[src/rtl/skt_pkg.sv]
// ----------------------------------------------------------------------------
// Sorted key table package
// Shared types, codes and default sizes for the sorted key table.
// ----------------------------------------------------------------------------
package skt_pkg;

  // Default sizes handed to the top-level parameters.
  localparam int unsigned CapacityDef   = 32;
  localparam int unsigned KeyBitsDef    = 10;
  localparam int unsigned HandleBitsDef = 16;

  // Request operation codes.
  typedef enum logic [1:0] {
    OP_INSERT = 2'd0,
    OP_DELETE = 2'd1,
    OP_FIND   = 2'd2,
    OP_DUMP   = 2'd3
  } skt_op_e;

  // Result status codes.
  typedef enum logic [1:0] {
    ST_DONE      = 2'd0,
    ST_NOT_FOUND = 2'd1,
    ST_FULL      = 2'd2
  } skt_status_e;

  // Controller states.
  typedef enum logic [1:0] {
    S_IDLE,
    S_EXEC,
    S_EMIT
  } skt_state_e;

  // Commands from the controller to the datapath.
  typedef struct packed {
    logic        capture;      // latch the request and register the compares
    logic        commit;       // apply the insert or delete shift to the store
    logic        push;         // load a result into the output register
    logic        push_entry;   // the pushed result carries the entry at the index
    skt_status_e push_status;  // status code of the pushed result
    logic        idx_load;     // load the scan index with its start value
    logic        idx_advance;  // step the scan index
  } skt_cmd_t;

  // Status from the datapath to the controller.
  typedef struct packed {
    skt_op_e op;         // operation of the request in work
    logic    full;       // table holds CAPACITY entries
    logic    found;      // at least one held entry matches the request key
    logic    empty;      // table holds no entry
    logic    emit_last;  // the entry at the scan index is the final one to emit
    logic    out_free;   // the output register can take a result this cycle
  } skt_sts_t;

endpackage

[src/rtl/sorted_key_table_top.sv]
// ----------------------------------------------------------------------------
// Sorted key table
// Keeps up to CAPACITY key and handle pairs in ascending key order.
// ----------------------------------------------------------------------------
// One request is in work at a time. A request is taken in the cycle that the
// table is idle; its key is compared against every held slot at once and the
// compare results are registered. Insert and delete then shift the slot row
// in the execute state, unless the table is full or no key matches; each gives
// one result. A find gives one result per matching entry (one not-found result
// when nothing matches) and a dump one result per held entry (one result for an
// empty table); the result register passes one entry each cycle unless the
// result side stalls. No clearing pass follows reset.
module sorted_key_table_top #(
  parameter int unsigned CAPACITY    = skt_pkg::CapacityDef,
  parameter int unsigned KEY_BITS    = skt_pkg::KeyBitsDef,
  parameter int unsigned HANDLE_BITS = skt_pkg::HandleBitsDef
) (
  input  logic                             clk_i,
  input  logic                             rst_ni,
  input  logic                             in_valid_i,
  output logic                             in_stall_o,
  input  logic [1:0]                       opcode_i,
  input  logic [KEY_BITS-1:0]              key_i,
  input  logic [HANDLE_BITS-1:0]           record_handle_i,
  output logic                             out_valid_o,
  input  logic                             out_stall_i,
  output logic [1:0]                       status_o,
  output logic                             entry_valid_o,
  output logic [KEY_BITS-1:0]              entry_key_o,
  output logic [HANDLE_BITS-1:0]           entry_handle_o,
  output logic                             last_o,
  output logic [$clog2(CAPACITY + 1)-1:0]  entry_count_o
);
  import skt_pkg::*;

  skt_cmd_t cmd;
  skt_sts_t sts;

  // Request sequencing.
  skt_ctrl u_ctrl (
    .clk_i      (clk_i),
    .rst_ni     (rst_ni),
    .in_valid_i (in_valid_i),
    .in_stall_o (in_stall_o),
    .sts_i      (sts),
    .cmd_o      (cmd)
  );

  // Entry store, compare, shift and result register.
  skt_dpath #(
    .CAPACITY    (CAPACITY),
    .KEY_BITS    (KEY_BITS),
    .HANDLE_BITS (HANDLE_BITS),
    .CNT_W       ($clog2(CAPACITY + 1))
  ) u_dpath (
    .clk_i           (clk_i),
    .rst_ni          (rst_ni),
    .cmd_i           (cmd),
    .sts_o           (sts),
    .opcode_i        (opcode_i),
    .key_i           (key_i),
    .record_handle_i (record_handle_i),
    .out_valid_o     (out_valid_o),
    .out_stall_i     (out_stall_i),
    .status_o        (status_o),
    .entry_valid_o   (entry_valid_o),
    .entry_key_o     (entry_key_o),
    .entry_handle_o  (entry_handle_o),
    .last_o          (last_o),
    .entry_count_o   (entry_count_o)
  );

endmodule

[src/rtl/skt_ctrl.sv]
// ----------------------------------------------------------------------------
// Sorted key table controller
// Sequences one request at a time: capture, execute, then entry emission for finds and dumps.
// ----------------------------------------------------------------------------
module skt_ctrl (
  input  logic              clk_i,
  input  logic              rst_ni,
  input  logic              in_valid_i,
  output logic              in_stall_o,
  input  skt_pkg::skt_sts_t sts_i,
  output skt_pkg::skt_cmd_t cmd_o
);
  import skt_pkg::*;

  skt_state_e state_q, state_d;

  // State register.
  always_ff @(posedge clk_i or negedge rst_ni) begin
    if (!rst_ni) begin
      state_q <= S_IDLE;
    end else begin
      state_q <= state_d;
    end
  end

  // Next-state logic.
  always_comb begin
    state_d = state_q;
    unique case (state_q)
      S_IDLE: begin
        if (in_valid_i) begin
          state_d = S_EXEC;
        end
      end
      S_EXEC: begin
        unique case (sts_i.op)
          OP_FIND: begin
            if (sts_i.found) begin
              state_d = S_EMIT;
            end else if (sts_i.out_free) begin
              state_d = S_IDLE;
            end
          end
          OP_DUMP: begin
            if (!sts_i.empty) begin
              state_d = S_EMIT;
            end else if (sts_i.out_free) begin
              state_d = S_IDLE;
            end
          end
          default: begin
            if (sts_i.out_free) begin
              state_d = S_IDLE;
            end
          end
        endcase
      end
      S_EMIT: begin
        if (sts_i.out_free && sts_i.emit_last) begin
          state_d = S_IDLE;
        end
      end
      default: state_d = S_IDLE;
    endcase
  end

  // Output logic.
  always_comb begin
    cmd_o             = '0;
    cmd_o.push_status = ST_DONE;
    in_stall_o        = 1'b1;
    unique case (state_q)
      S_IDLE: begin
        in_stall_o    = 1'b0;
        cmd_o.capture = in_valid_i;
      end
      S_EXEC: begin
        unique case (sts_i.op)
          OP_INSERT: begin
            cmd_o.push        = sts_i.out_free;
            cmd_o.commit      = sts_i.out_free && !sts_i.full;
            cmd_o.push_status = sts_i.full ? ST_FULL : ST_DONE;
          end
          OP_DELETE: begin
            cmd_o.push        = sts_i.out_free;
            cmd_o.commit      = sts_i.out_free && sts_i.found;
            cmd_o.push_status = sts_i.found ? ST_DONE : ST_NOT_FOUND;
          end
          OP_FIND: begin
            cmd_o.idx_load    = sts_i.found;
            cmd_o.push        = !sts_i.found && sts_i.out_free;
            cmd_o.push_status = ST_NOT_FOUND;
          end
          OP_DUMP: begin
            cmd_o.idx_load = !sts_i.empty;
            cmd_o.push     = sts_i.empty && sts_i.out_free;
          end
          default: ;
        endcase
      end
      S_EMIT: begin
        cmd_o.push        = sts_i.out_free;
        cmd_o.push_entry  = 1'b1;
        cmd_o.idx_advance = sts_i.out_free;
      end
      default: ;
    endcase
  end

endmodule

[src/rtl/skt_dpath.sv]
// ----------------------------------------------------------------------------
// Sorted key table datapath
// Entry store with parallel compare and shift, scan index and result register.
// ----------------------------------------------------------------------------
module skt_dpath #(
  parameter int unsigned CAPACITY    = skt_pkg::CapacityDef,
  parameter int unsigned KEY_BITS    = skt_pkg::KeyBitsDef,
  parameter int unsigned HANDLE_BITS = skt_pkg::HandleBitsDef,
  parameter int unsigned CNT_W       = $clog2(CAPACITY + 1)
) (
  input  logic                   clk_i,
  input  logic                   rst_ni,
  input  skt_pkg::skt_cmd_t      cmd_i,
  output skt_pkg::skt_sts_t      sts_o,
  input  logic [1:0]             opcode_i,
  input  logic [KEY_BITS-1:0]    key_i,
  input  logic [HANDLE_BITS-1:0] record_handle_i,
  output logic                   out_valid_o,
  input  logic                   out_stall_i,
  output logic [1:0]             status_o,
  output logic                   entry_valid_o,
  output logic [KEY_BITS-1:0]    entry_key_o,
  output logic [HANDLE_BITS-1:0] entry_handle_o,
  output logic                   last_o,
  output logic [CNT_W-1:0]       entry_count_o
);
  import skt_pkg::*;

  localparam int unsigned IDX_W = $clog2(CAPACITY);

  // Entry store, one register per slot, kept in ascending key order.
  logic [KEY_BITS-1:0]    ent_key_q [CAPACITY];
  logic [KEY_BITS-1:0]    ent_key_d [CAPACITY];
  logic [HANDLE_BITS-1:0] ent_hdl_q [CAPACITY];
  logic [HANDLE_BITS-1:0] ent_hdl_d [CAPACITY];
  logic [CNT_W-1:0]       count_q, count_d;

  // Request in work and its registered compare vectors.
  skt_op_e                op_q;
  logic [KEY_BITS-1:0]    req_key_q;
  logic [HANDLE_BITS-1:0] req_hdl_q;
  logic [CAPACITY-1:0]    lt_d, lt_q;
  logic [CAPACITY-1:0]    eq_d, eq_q;
  logic [CAPACITY-1:0]    at_pos;

  // Scan index for find and dump.
  logic [IDX_W-1:0] idx_q, idx_d;
  logic [IDX_W-1:0] first_eq;
  logic [IDX_W:0]   idx_nxt;
  logic             emit_last;

  // Result register.
  logic                   out_valid_q;
  skt_status_e            out_status_q;
  logic                   out_ev_q;
  logic [KEY_BITS-1:0]    out_key_q;
  logic [HANDLE_BITS-1:0] out_hdl_q;
  logic                   out_last_q;
  logic [CNT_W-1:0]       out_cnt_q;
  logic                   out_free;

  // The slot where a new key belongs is the first one whose key is not smaller.
  assign at_pos = ~lt_q & {lt_q[CAPACITY-2:0], 1'b1};

  // Per-slot compare against the request key and per-slot shift.
  for (genvar g = 0; g < CAPACITY; g++) begin : g_slot
    logic [KEY_BITS-1:0]    prv_key, nxt_key;
    logic [HANDLE_BITS-1:0] prv_hdl, nxt_hdl;

    if (g == 0) begin : g_first
      assign prv_key = req_key_q;
      assign prv_hdl = req_hdl_q;
    end else begin : g_rest
      assign prv_key = ent_key_q[g-1];
      assign prv_hdl = ent_hdl_q[g-1];
    end

    if (g == CAPACITY - 1) begin : g_top
      assign nxt_key = ent_key_q[g];
      assign nxt_hdl = ent_hdl_q[g];
    end else begin : g_below
      assign nxt_key = ent_key_q[g+1];
      assign nxt_hdl = ent_hdl_q[g+1];
    end

    assign lt_d[g] = (CNT_W'(g) < count_q) && (ent_key_q[g] < key_i);
    assign eq_d[g] = (CNT_W'(g) < count_q) && (ent_key_q[g] == key_i);

    // Insert opens a gap at the insertion slot; delete closes it at the match.
    always_comb begin
      ent_key_d[g] = ent_key_q[g];
      ent_hdl_d[g] = ent_hdl_q[g];
      if (!lt_q[g]) begin
        if (op_q == OP_INSERT) begin
          ent_key_d[g] = at_pos[g] ? req_key_q : prv_key;
          ent_hdl_d[g] = at_pos[g] ? req_hdl_q : prv_hdl;
        end else begin
          ent_key_d[g] = nxt_key;
          ent_hdl_d[g] = nxt_hdl;
        end
      end
    end
  end

  // Store update.
  always_ff @(posedge clk_i) begin
    if (cmd_i.commit) begin
      ent_key_q <= ent_key_d;
      ent_hdl_q <= ent_hdl_d;
    end
  end

  // Entry count after the operation.
  always_comb begin
    count_d = count_q;
    if (cmd_i.commit) begin
      count_d = (op_q == OP_INSERT) ? count_q + CNT_W'(1) : count_q - CNT_W'(1);
    end
  end

  always_ff @(posedge clk_i or negedge rst_ni) begin
    if (!rst_ni) begin
      count_q <= '0;
    end else begin
      count_q <= count_d;
    end
  end

  // Request capture with the registered compare vectors.
  always_ff @(posedge clk_i) begin
    if (cmd_i.capture) begin
      op_q      <= skt_op_e'(opcode_i);
      req_key_q <= key_i;
      req_hdl_q <= record_handle_i;
      lt_q      <= lt_d;
      eq_q      <= eq_d;
    end
  end

  // Matches are contiguous in a sorted table, so a find starts at the first one.
  always_comb begin
    first_eq = '0;
    for (int i = CAPACITY - 1; i >= 0; i--) begin
      if (eq_q[i]) begin
        first_eq = IDX_W'(i);
      end
    end
  end

  // Scan index.
  always_comb begin
    idx_d = idx_q;
    if (cmd_i.idx_load) begin
      idx_d = (op_q == OP_FIND) ? first_eq : '0;
    end else if (cmd_i.idx_advance) begin
      idx_d = idx_nxt[IDX_W-1:0];
    end
  end

  always_ff @(posedge clk_i) begin
    idx_q <= idx_d;
  end

  // The final emitted entry: end of table for dump, end of the match run for find.
  assign idx_nxt = {1'b0, idx_q} + (IDX_W+1)'(1);

  always_comb begin
    if (op_q == OP_DUMP) begin
      emit_last = (idx_nxt == (IDX_W+1)'(count_q));
    end else if (idx_nxt == (IDX_W+1)'(CAPACITY)) begin
      emit_last = 1'b1;
    end else begin
      emit_last = !eq_q[idx_nxt[IDX_W-1:0]];
    end
  end

  // Result register; it takes a new result when empty or being drained.
  assign out_free = !out_valid_q || !out_stall_i;

  always_ff @(posedge clk_i or negedge rst_ni) begin
    if (!rst_ni) begin
      out_valid_q <= 1'b0;
    end else if (out_free) begin
      out_valid_q <= cmd_i.push;
    end
  end

  always_ff @(posedge clk_i) begin
    if (cmd_i.push && out_free) begin
      out_status_q <= cmd_i.push_status;
      out_ev_q     <= cmd_i.push_entry;
      out_key_q    <= cmd_i.push_entry ? ent_key_q[idx_q] : '0;
      out_hdl_q    <= cmd_i.push_entry ? ent_hdl_q[idx_q] : '0;
      out_last_q   <= cmd_i.push_entry ? emit_last : 1'b1;
      out_cnt_q    <= count_d;
    end
  end

  assign out_valid_o    = out_valid_q;
  assign status_o       = out_status_q;
  assign entry_valid_o  = out_ev_q;
  assign entry_key_o    = out_key_q;
  assign entry_handle_o = out_hdl_q;
  assign last_o         = out_last_q;
  assign entry_count_o  = out_cnt_q;

  // Status to the controller.
  always_comb begin
    sts_o.op        = op_q;
    sts_o.full      = (count_q == CNT_W'(CAPACITY));
    sts_o.found     = |eq_q;
    sts_o.empty     = (count_q == '0);
    sts_o.emit_last = emit_last;
    sts_o.out_free  = out_free;
  end

  // The count never passes the capacity.
  a_count_bound: assert property (@(posedge clk_i) disable iff (!rst_ni)
    count_q <= CNT_W'(CAPACITY))
    else $error("entry count above capacity");

  // An insert is applied only when a slot is free.
  a_insert_room: assert property (@(posedge clk_i) disable iff (!rst_ni)
    cmd_i.commit && (op_q == OP_INSERT) |-> count_q < CNT_W'(CAPACITY))
    else $error("insert applied to a full table");

  // A delete is applied only when a matching entry was seen.
  a_delete_match: assert property (@(posedge clk_i) disable iff (!rst_ni)
    cmd_i.commit && (op_q == OP_DELETE) |-> |eq_q)
    else $error("delete applied without a matching entry");

  // Emitted entries always come from held slots.
  a_emit_range: assert property (@(posedge clk_i) disable iff (!rst_ni)
    cmd_i.push && cmd_i.push_entry |-> {1'b0, idx_q} < (IDX_W+1)'(count_q))
    else $error("entry emitted from an empty slot");

endmodule

[config.mk]
export PLATFORM = sky130hd
export DESIGN_NAME = sorted_key_table_top
export DESIGN_NICKNAME = d
export VERILOG_FILES = /design/src/rtl/skt_pkg.sv /design/src/rtl/sorted_key_table_top.sv /design/src/rtl/skt_ctrl.sv /design/src/rtl/skt_dpath.sv
export SDC_FILE = /design/constraint.sdc
export NUM_CORES = 2
export LEC_CHECK = 0
export ABC_CLOCK_PERIOD_IN_PS = 4000
export CAP_MARGIN = 20
export CORE_UTILIZATION = 35
export DETAILED_ROUTE_END_ITERATION = 12
export DONT_BUFFER_PORTS = 1
export GPL_ROUTABILITY_DRIVEN = 0
export GPL_TIMING_DRIVEN = 0
export HOLD_SLACK_MARGIN = 0.08
export PLACE_DENSITY = 0.61
export SYNTH_ARGS = -nofsm -noshare
export SYNTH_HDL_FRONTEND = slang
export SYNTH_HIERARCHICAL = 1
export SYNTH_SLANG_ARGS = --single-unit
[constraint.sdc]
create_clock -name clk_i -period 4 [get_ports clk_i]
set_input_delay 0.8 -clock clk_i [delete_from_list [all_inputs] [get_ports clk_i]]
set_output_delay 0.8 -clock clk_i [all_outputs]
set_load 0.01 [all_outputs]
# After elaboration in Yosys (flattened, before gate mapping)

Cells that the tools add are included.

Add/subtract/negate cells: 3
Magnitude comparators: 66
Eq/ne operators: 42
Multiplexer cells: 191
Bitwise gates (word level): 35
Reduce and logical (&&, ||, !) cells: 116

Operators with widths:

| operator            | count |
|---|---|
| $mux 16             | 64 |
| $mux 10             | 64 |
| $eq 10x10->1        | 32 |
| $lt 10x10->1        | 32 |
| $mux 5              | 35 |
| $lt 5x6->1 const A  | 16 |
| $bmux 16 s5         | 1 |
| $logic_and 1x1->1   | 70 |
| $reduce_and 2->1    | 32 |
| $bmux 10 s5         | 1 |
| $lt 4x6->1 const A  | 8 |
| $and 32x32->32      | 1 |
| $not 1->1           | 32 |
| $not 32->32         | 1 |
| $reduce_or 32->1    | 1 |
| $lt 3x6->1 const A  | 4 |
| $eq 6x6->1 const B  | 2 |
| $lt 1x6->1 const A  | 2 |
| $lt 2x6->1 const A  | 2 |
| $mux 2              | 6 |
| $mux 6              | 2 |
| $pmux 2 s3          | 2 |
| $mux 1              | 10 |
| $add 5x1->6 const B | 1 |
| other kinds (21)    | 32 |

Bits in registers: 974
Bits of input ports: 32

# Logic depth before layout (Yosys ltp)

Depth in word-level cells: 34
Gate-level depth with buffers: 13
Depth with buffers taken out: 11

# By module

The synthesis kept the hierarchy.

Modules (own cells, without submodules):

| module    | instances | cells each | area an instance (um2) | seq. area each (um2) |
|---|---|---|---|---|
| skt_dpath | 1         | 5638       | 61716.7                | 29153.0 |
| skt_ctrl  | 1         | 34         | 266.5                  | 50.0 |

# Worst setup path after synthesis

OpenSTA, ideal clock, no wires.

Path type: register to register
Start: register u_dpath.count_q[0]
End: register u_dpath.ent_hdl_q, in the netlist u_dpath/g_slot[30].nxt_hdl[0] (enable)
Arrival: 3.647 ns
Setup slack: -0.094 ns
Stages on the path, launching flop included: 9
Path buffers: 1
Clock period less this slack: 4.094 ns
Path through: dfrtp_1 > inv_1 > ha_1 > nand2_1 > nor3b_1 > nor2b_1 > nor4_1 > clkbuf_1 > nor3b_1

RTL lines:

| element                  | RTL line         | source |
|---|---|---|
| start: declaration       | skt_dpath.sv:36  | `logic [CNT_W-1:0] count_q, count_d;` |
| start signal: assignment | skt_dpath.sv:125 | `count_q <= count_d;` |
| end signal: assignment   | skt_dpath.sv:109 | `ent_hdl_q <= ent_hdl_d;` |
| end: declaration         | skt_dpath.sv:34  | `logic [HANDLE_BITS-1:0] ent_hdl_q [CAPACITY];` |

# Worst setup path in the final report

Start: register u_dpath.idx_q[3]
End: register u_ctrl.state_q[1]

Cells in the longest elaborated chain, start to end: 9
Elaborated cells between the ends (all ways): 11
Those cells by class: add/sub: 1; eq/ne: 3; mux: 4; reduce/logical: 3

RTL lines:

| element                      | RTL line         | source |
|---|---|---|
| start: declaration           | skt_dpath.sv:47  | `logic [IDX_W-1:0] idx_q, idx_d;` |
| start signal: assignment     | skt_dpath.sv:161 | `idx_q <= idx_d;` |
| $add 5x1->6 *                | skt_dpath.sv:165 | `assign idx_nxt = {1'b0, idx_q} + (IDX_W+1)'(1);` |
| $bmux 1 s5                   | skt_dpath.sv:173 | `emit_last = !eq_q[idx_nxt[IDX_W-1:0]];` |
| $mux 1 (not written as such) | skt_dpath.sv:173 |  |
| $logic_not 1->1              | skt_dpath.sv:173 |  |
| $mux 1                       | skt_dpath.sv:170 | `end else if (idx_nxt == (IDX_W+1)'(CAPACITY)) begin` |
| $mux 1 *                     | skt_dpath.sv:168 | `if (op_q == OP_DUMP) begin` |
| via u_dpath.emit_last        | skt_dpath.sv:50  | `logic emit_last;` |
| $logic_and 1x1->1 *          | skt_ctrl.sv:59   | `if (sts_i.out_free && sts_i.emit_last) begin` |
| $ne 2x1->1 (no line) *       | n/a              |  |
| $reduce_and 2->1 (no line) * | n/a              |  |
| end signal: assignment       | skt_ctrl.sv:22   | `state_q <= state_d;` |
| end: declaration             | skt_ctrl.sv:15   | `skt_state_e state_q, state_d;` |

Mark *: on every way through the listed nets, which the timed path passes. The rest lies on a longest branch. The select of a mux whose other input is x is not followed.
A chain may end at the register's enable or synchronous reset.

==> impl_metrics.csv <==
group,metric,value,unit
run_status,status,"finished, violations left",
run_status,violations,"negative setup slack",
logic_synthesis,yosys.area.top_type_share,0.468,
final_layout,stdcell_count,8262,
worst_setup_path,critPathKind,"reg -> reg",
final_layout,syn_to_final_growth,12.2,%
sta,drv_slew,0,
sta,max-slew-margin-rel,0.130,
sta,fmax,241,MHz
logic_synthesis,async_reset_ff_frac,0.00924,
power_and_ir_drop,powerDensity,687,nW/um^2
drt,remaining_drc_errors,0,
sta,setup_ws,-0.157,ns
logic_synthesis,synth_cell_type_count,61,
logic_synthesis,synth_most_common_cell,"nand2_1",
grt,grt_max_degree,55,
clock_tree,clock_sinks,974,
clock_tree,cts-buffers-inserted,109,
logic_synthesis,syn-num-nets,6031,
sta,setup_viol,80,
grt,grt_pass1_vias,50000,
worst_hold_path,hp-class,"in -> reg",
clock_tree,clk_pin_slew_worst_paths,0.06,ns
sta,fin_skew,0.0501,ns
floorplanning,rows,154,
clock_tree,clockRootBuffer,"clkbuf_16",
worst_setup_path,worst_path_most_repeated_cell,"nand4_1",
drt,first_iter_violations,8132,
logic_synthesis,synth_top_area_cell,"edfxtp_1",
worst_setup_path,required,4.64,ns
logic_synthesis,synth.area.top_cells,"edfxtp_1 (47%), mux2i_1 (15%), ha_1 (6.6%)",
worst_setup_path,path_buf_inv,4,
grt,grt_usage,0.279,
worst_setup_path,arrival,4.80,ns
clock_tree,clock_latency,0.76,ns
power_and_ir_drop,p_leak,28.9,nW
drt,drt-pass1-iter-count,6,
sta,timing.hold.ws,0.134,ns
placement,placed_cells,8041,
final_layout,design_area,69500,sq um
logic_synthesis,ys_seq_area_frac,0.471,
grt,grt-ovfl-total,0,
floorplanning,die_width,423,microns
clock_tree,tritoncts,"built",
floorplanning,die_h,423,microns
logic_synthesis,synth_edf_count,965,
drt,vias,52500,
final_layout,fill_cells,17100,
drt,viasPerCell,6.35,
placement,port_buffers,0,
power_and_ir_drop,power.total,47.8,mW
worst_setup_path,worstSetupEndpointType,"flop",
power_and_ir_drop,peakVddDrop,0.431,mV
final_layout,nets,6184,
final_layout,regArea,29200,sq um
logic_synthesis,syn_area,62000,sq um
sta,rsz0062_at_grt,"true",
drt,drt.antenna.violating_nets,0,
worst_setup_path,worstPathMaxFanout,10,
worst_setup_path,path_cells,"buf_2, buf_1, clkbuf_1, nand4_1, xor2_1, nand4_1, nand3_1, buf_4, a21bo_1, o21a_1, a32o_2",
sta,tightest_slew,1.30,ns
floorplanning,start_util,0.352,
sta,finalHoldViolCount,0,
final_layout,multiInputGateArea,30800,sq um
logic_synthesis,syn_area_per_cell,10.9,sq um
clock_tree,clock_path_buffers,3,
logic_synthesis,ys_warn_count,6,
floorplanning,dieArea,179000,sq um
worst_setup_path,start_kind,"flop",
worst_setup_path,cpPeakStageDelay,0.84,ns
floorplanning,io_pins,70,
sta,fin_crit_sh,1.04,
drt,drt_wl_total,259,mm
worst_setup_path,critPathTopFamily,"buffers and inverters",
job,timing.max_cap.violations,0,
placement,dpl.hpwl,199,mm
logic_synthesis,syn_inst,5672,
sta,finalCriticalPeriod,4.16,ns
grt,grt_pass1_wl,362,mm
worst_setup_path,worst_path_max_delay_cell,"buf_1",
clock_tree,htreeDepth,3,
drt,wire_per_inst,31.4,microns
logic_synthesis,ys_top_cells_by_count,"nand2_1 (979), edfxtp_1 (965), mux2i_1 (936)",
logic_synthesis,synth-seq-cells,974,
placement,placed_cell_area,65700,sq um
final_layout,drive_gt1_frac,0.101,
floorplanning,core_area,176000,sq um
logic_synthesis,synth_ff_type,"edfxtp_1",
grt,antenna_found_initial,13,
[final timing paths]
kind | from | to | slack (ns) | cells past startpoint
worst max-delay path | u_dpath/idx_q[3] | u_ctrl/state_q[1] | -0.16 | 11
worst min-delay path | key_i[7] | u_dpath/g_slot[0].prv_key[7] | 0.13 | 0
worst max register to register | u_dpath/idx_q[3] | u_ctrl/state_q[1] | -0.16 | 11
worst min register to register | u_ctrl/state_q[1] | u_ctrl/state_q[1] | 0.53 | 1
max in group asynchronous | rst_ni | u_ctrl/state_q[0] | 3.19 | 1
min in group asynchronous | rst_ni | u_dpath/count_q[1] | 0.45 | 1
[worst register-to-register path, stage by stage, from the launching register on]
cell and delay, ns:
edfxtp_1 0.35, buf_2 0.54, buf_1 0.86, clkbuf_1 0.64, nand4_1 0.42, xor2_1 0.25
nand4_1 0.13, nand3_1 0.11, buf_4 0.14, a21bo_1 0.23, o21a_1 0.12, a32o_2 0.25
[timing repair]
action	CTS	global route
hold buffers	1	0
resized for setup	16	10
gates cloned	7	1
setup buffers	2	0
setup endpoints to repair	465	198
endpoints found under the hold margin	9	0
[power by group]
group	leakage (nW)	switching (mW)	internal, mW
clock network	1.78	4.55	6.02
logic	18.1	13.6	7.02
registers	8.99	2.29	14.3
[state kept, by name, indices dropped and copies added (netlist names)]
name                    cells
u_dpath/g_slot.prv_hdl     64
u_dpath/g_slot.nxt_key    290
u_dpath/out_valid_o         1
u_dpath/entry_valid_o       1
u_dpath/entry_count_o       6
u_dpath/status_o            2
u_dpath/entry_key_o        10
u_dpath/op_q                2
u_dpath/count_q             6
u_dpath/entry_handle_o     16
u_ctrl/state_q              2
u_dpath/g_slot.nxt_hdl    464
u_dpath/last_o              1
u_dpath/idx_q               5
u_dpath/lt_q               32
u_dpath/g_slot.prv_key     40
u_dpath/eq_q               32
[layout by cell type, fill, tap and decap left out, drive strengths merged, types with 53 or more instances in the layout]
master,netlist,routed
clkbuf,265,395
mux2,78,78
o21ai,902,902
nor2b,79,87
ha,327,327
mux4,114,114
o221ai,53,53
o22ai,57,57
a21oi,165,165
nand2,979,979
mux2i,936,936
a211oi,61,61
nand2b,56,56
edfxtp,965,965
inv,69,73
buf,199,231
[logic make-up after synthesis]
logic type,Yosys count,share of synthesized area
buf+inv,533,0.0378
compound gates,1364,0.123
xor+xnor,15,0.00224
mux,1128,0.207
fa+ha+maj,327,0.0660
flops,974,0.471
simple gates,1331,0.0930
[final cells by class]
class	instances	area share
flip-flops and latches	974	0.420
inverters	69	0.00372
well taps	2340	0.0421
clock buffers	131	0.0413
multi-input cells	4173	0.443
diodes	6	0.000216
repair buffers	34	0.00892
clock inverters	71	0.0109
plain buffers	464	0.0303
[metrics by stage]
stage	worst slack, ns	utilization	TNS [ns]
final	-0.157	0.395	-4.91
after global routing	-0.139	0.395	-5.18
after CTS	0.00193	0.394	0
after detailed placement	-0.875	0.373	-252.98
after global placement	-2.21	0.369	-1482.91
after floorplan	0.450	-	0
[metal layers]
layer | track usage | up-vias | routed length [microns]
met1 | 0.363 | 26200 | 97200
met4 | 0.190 | 8 | 20700
met3 | 0.0526 | 813 | 30000
met5 | 0 | - | 52
met2 | 0.420 | 3820 | 111000
li1 | - | 21700 | -
(Power assumes the default switching activity.)
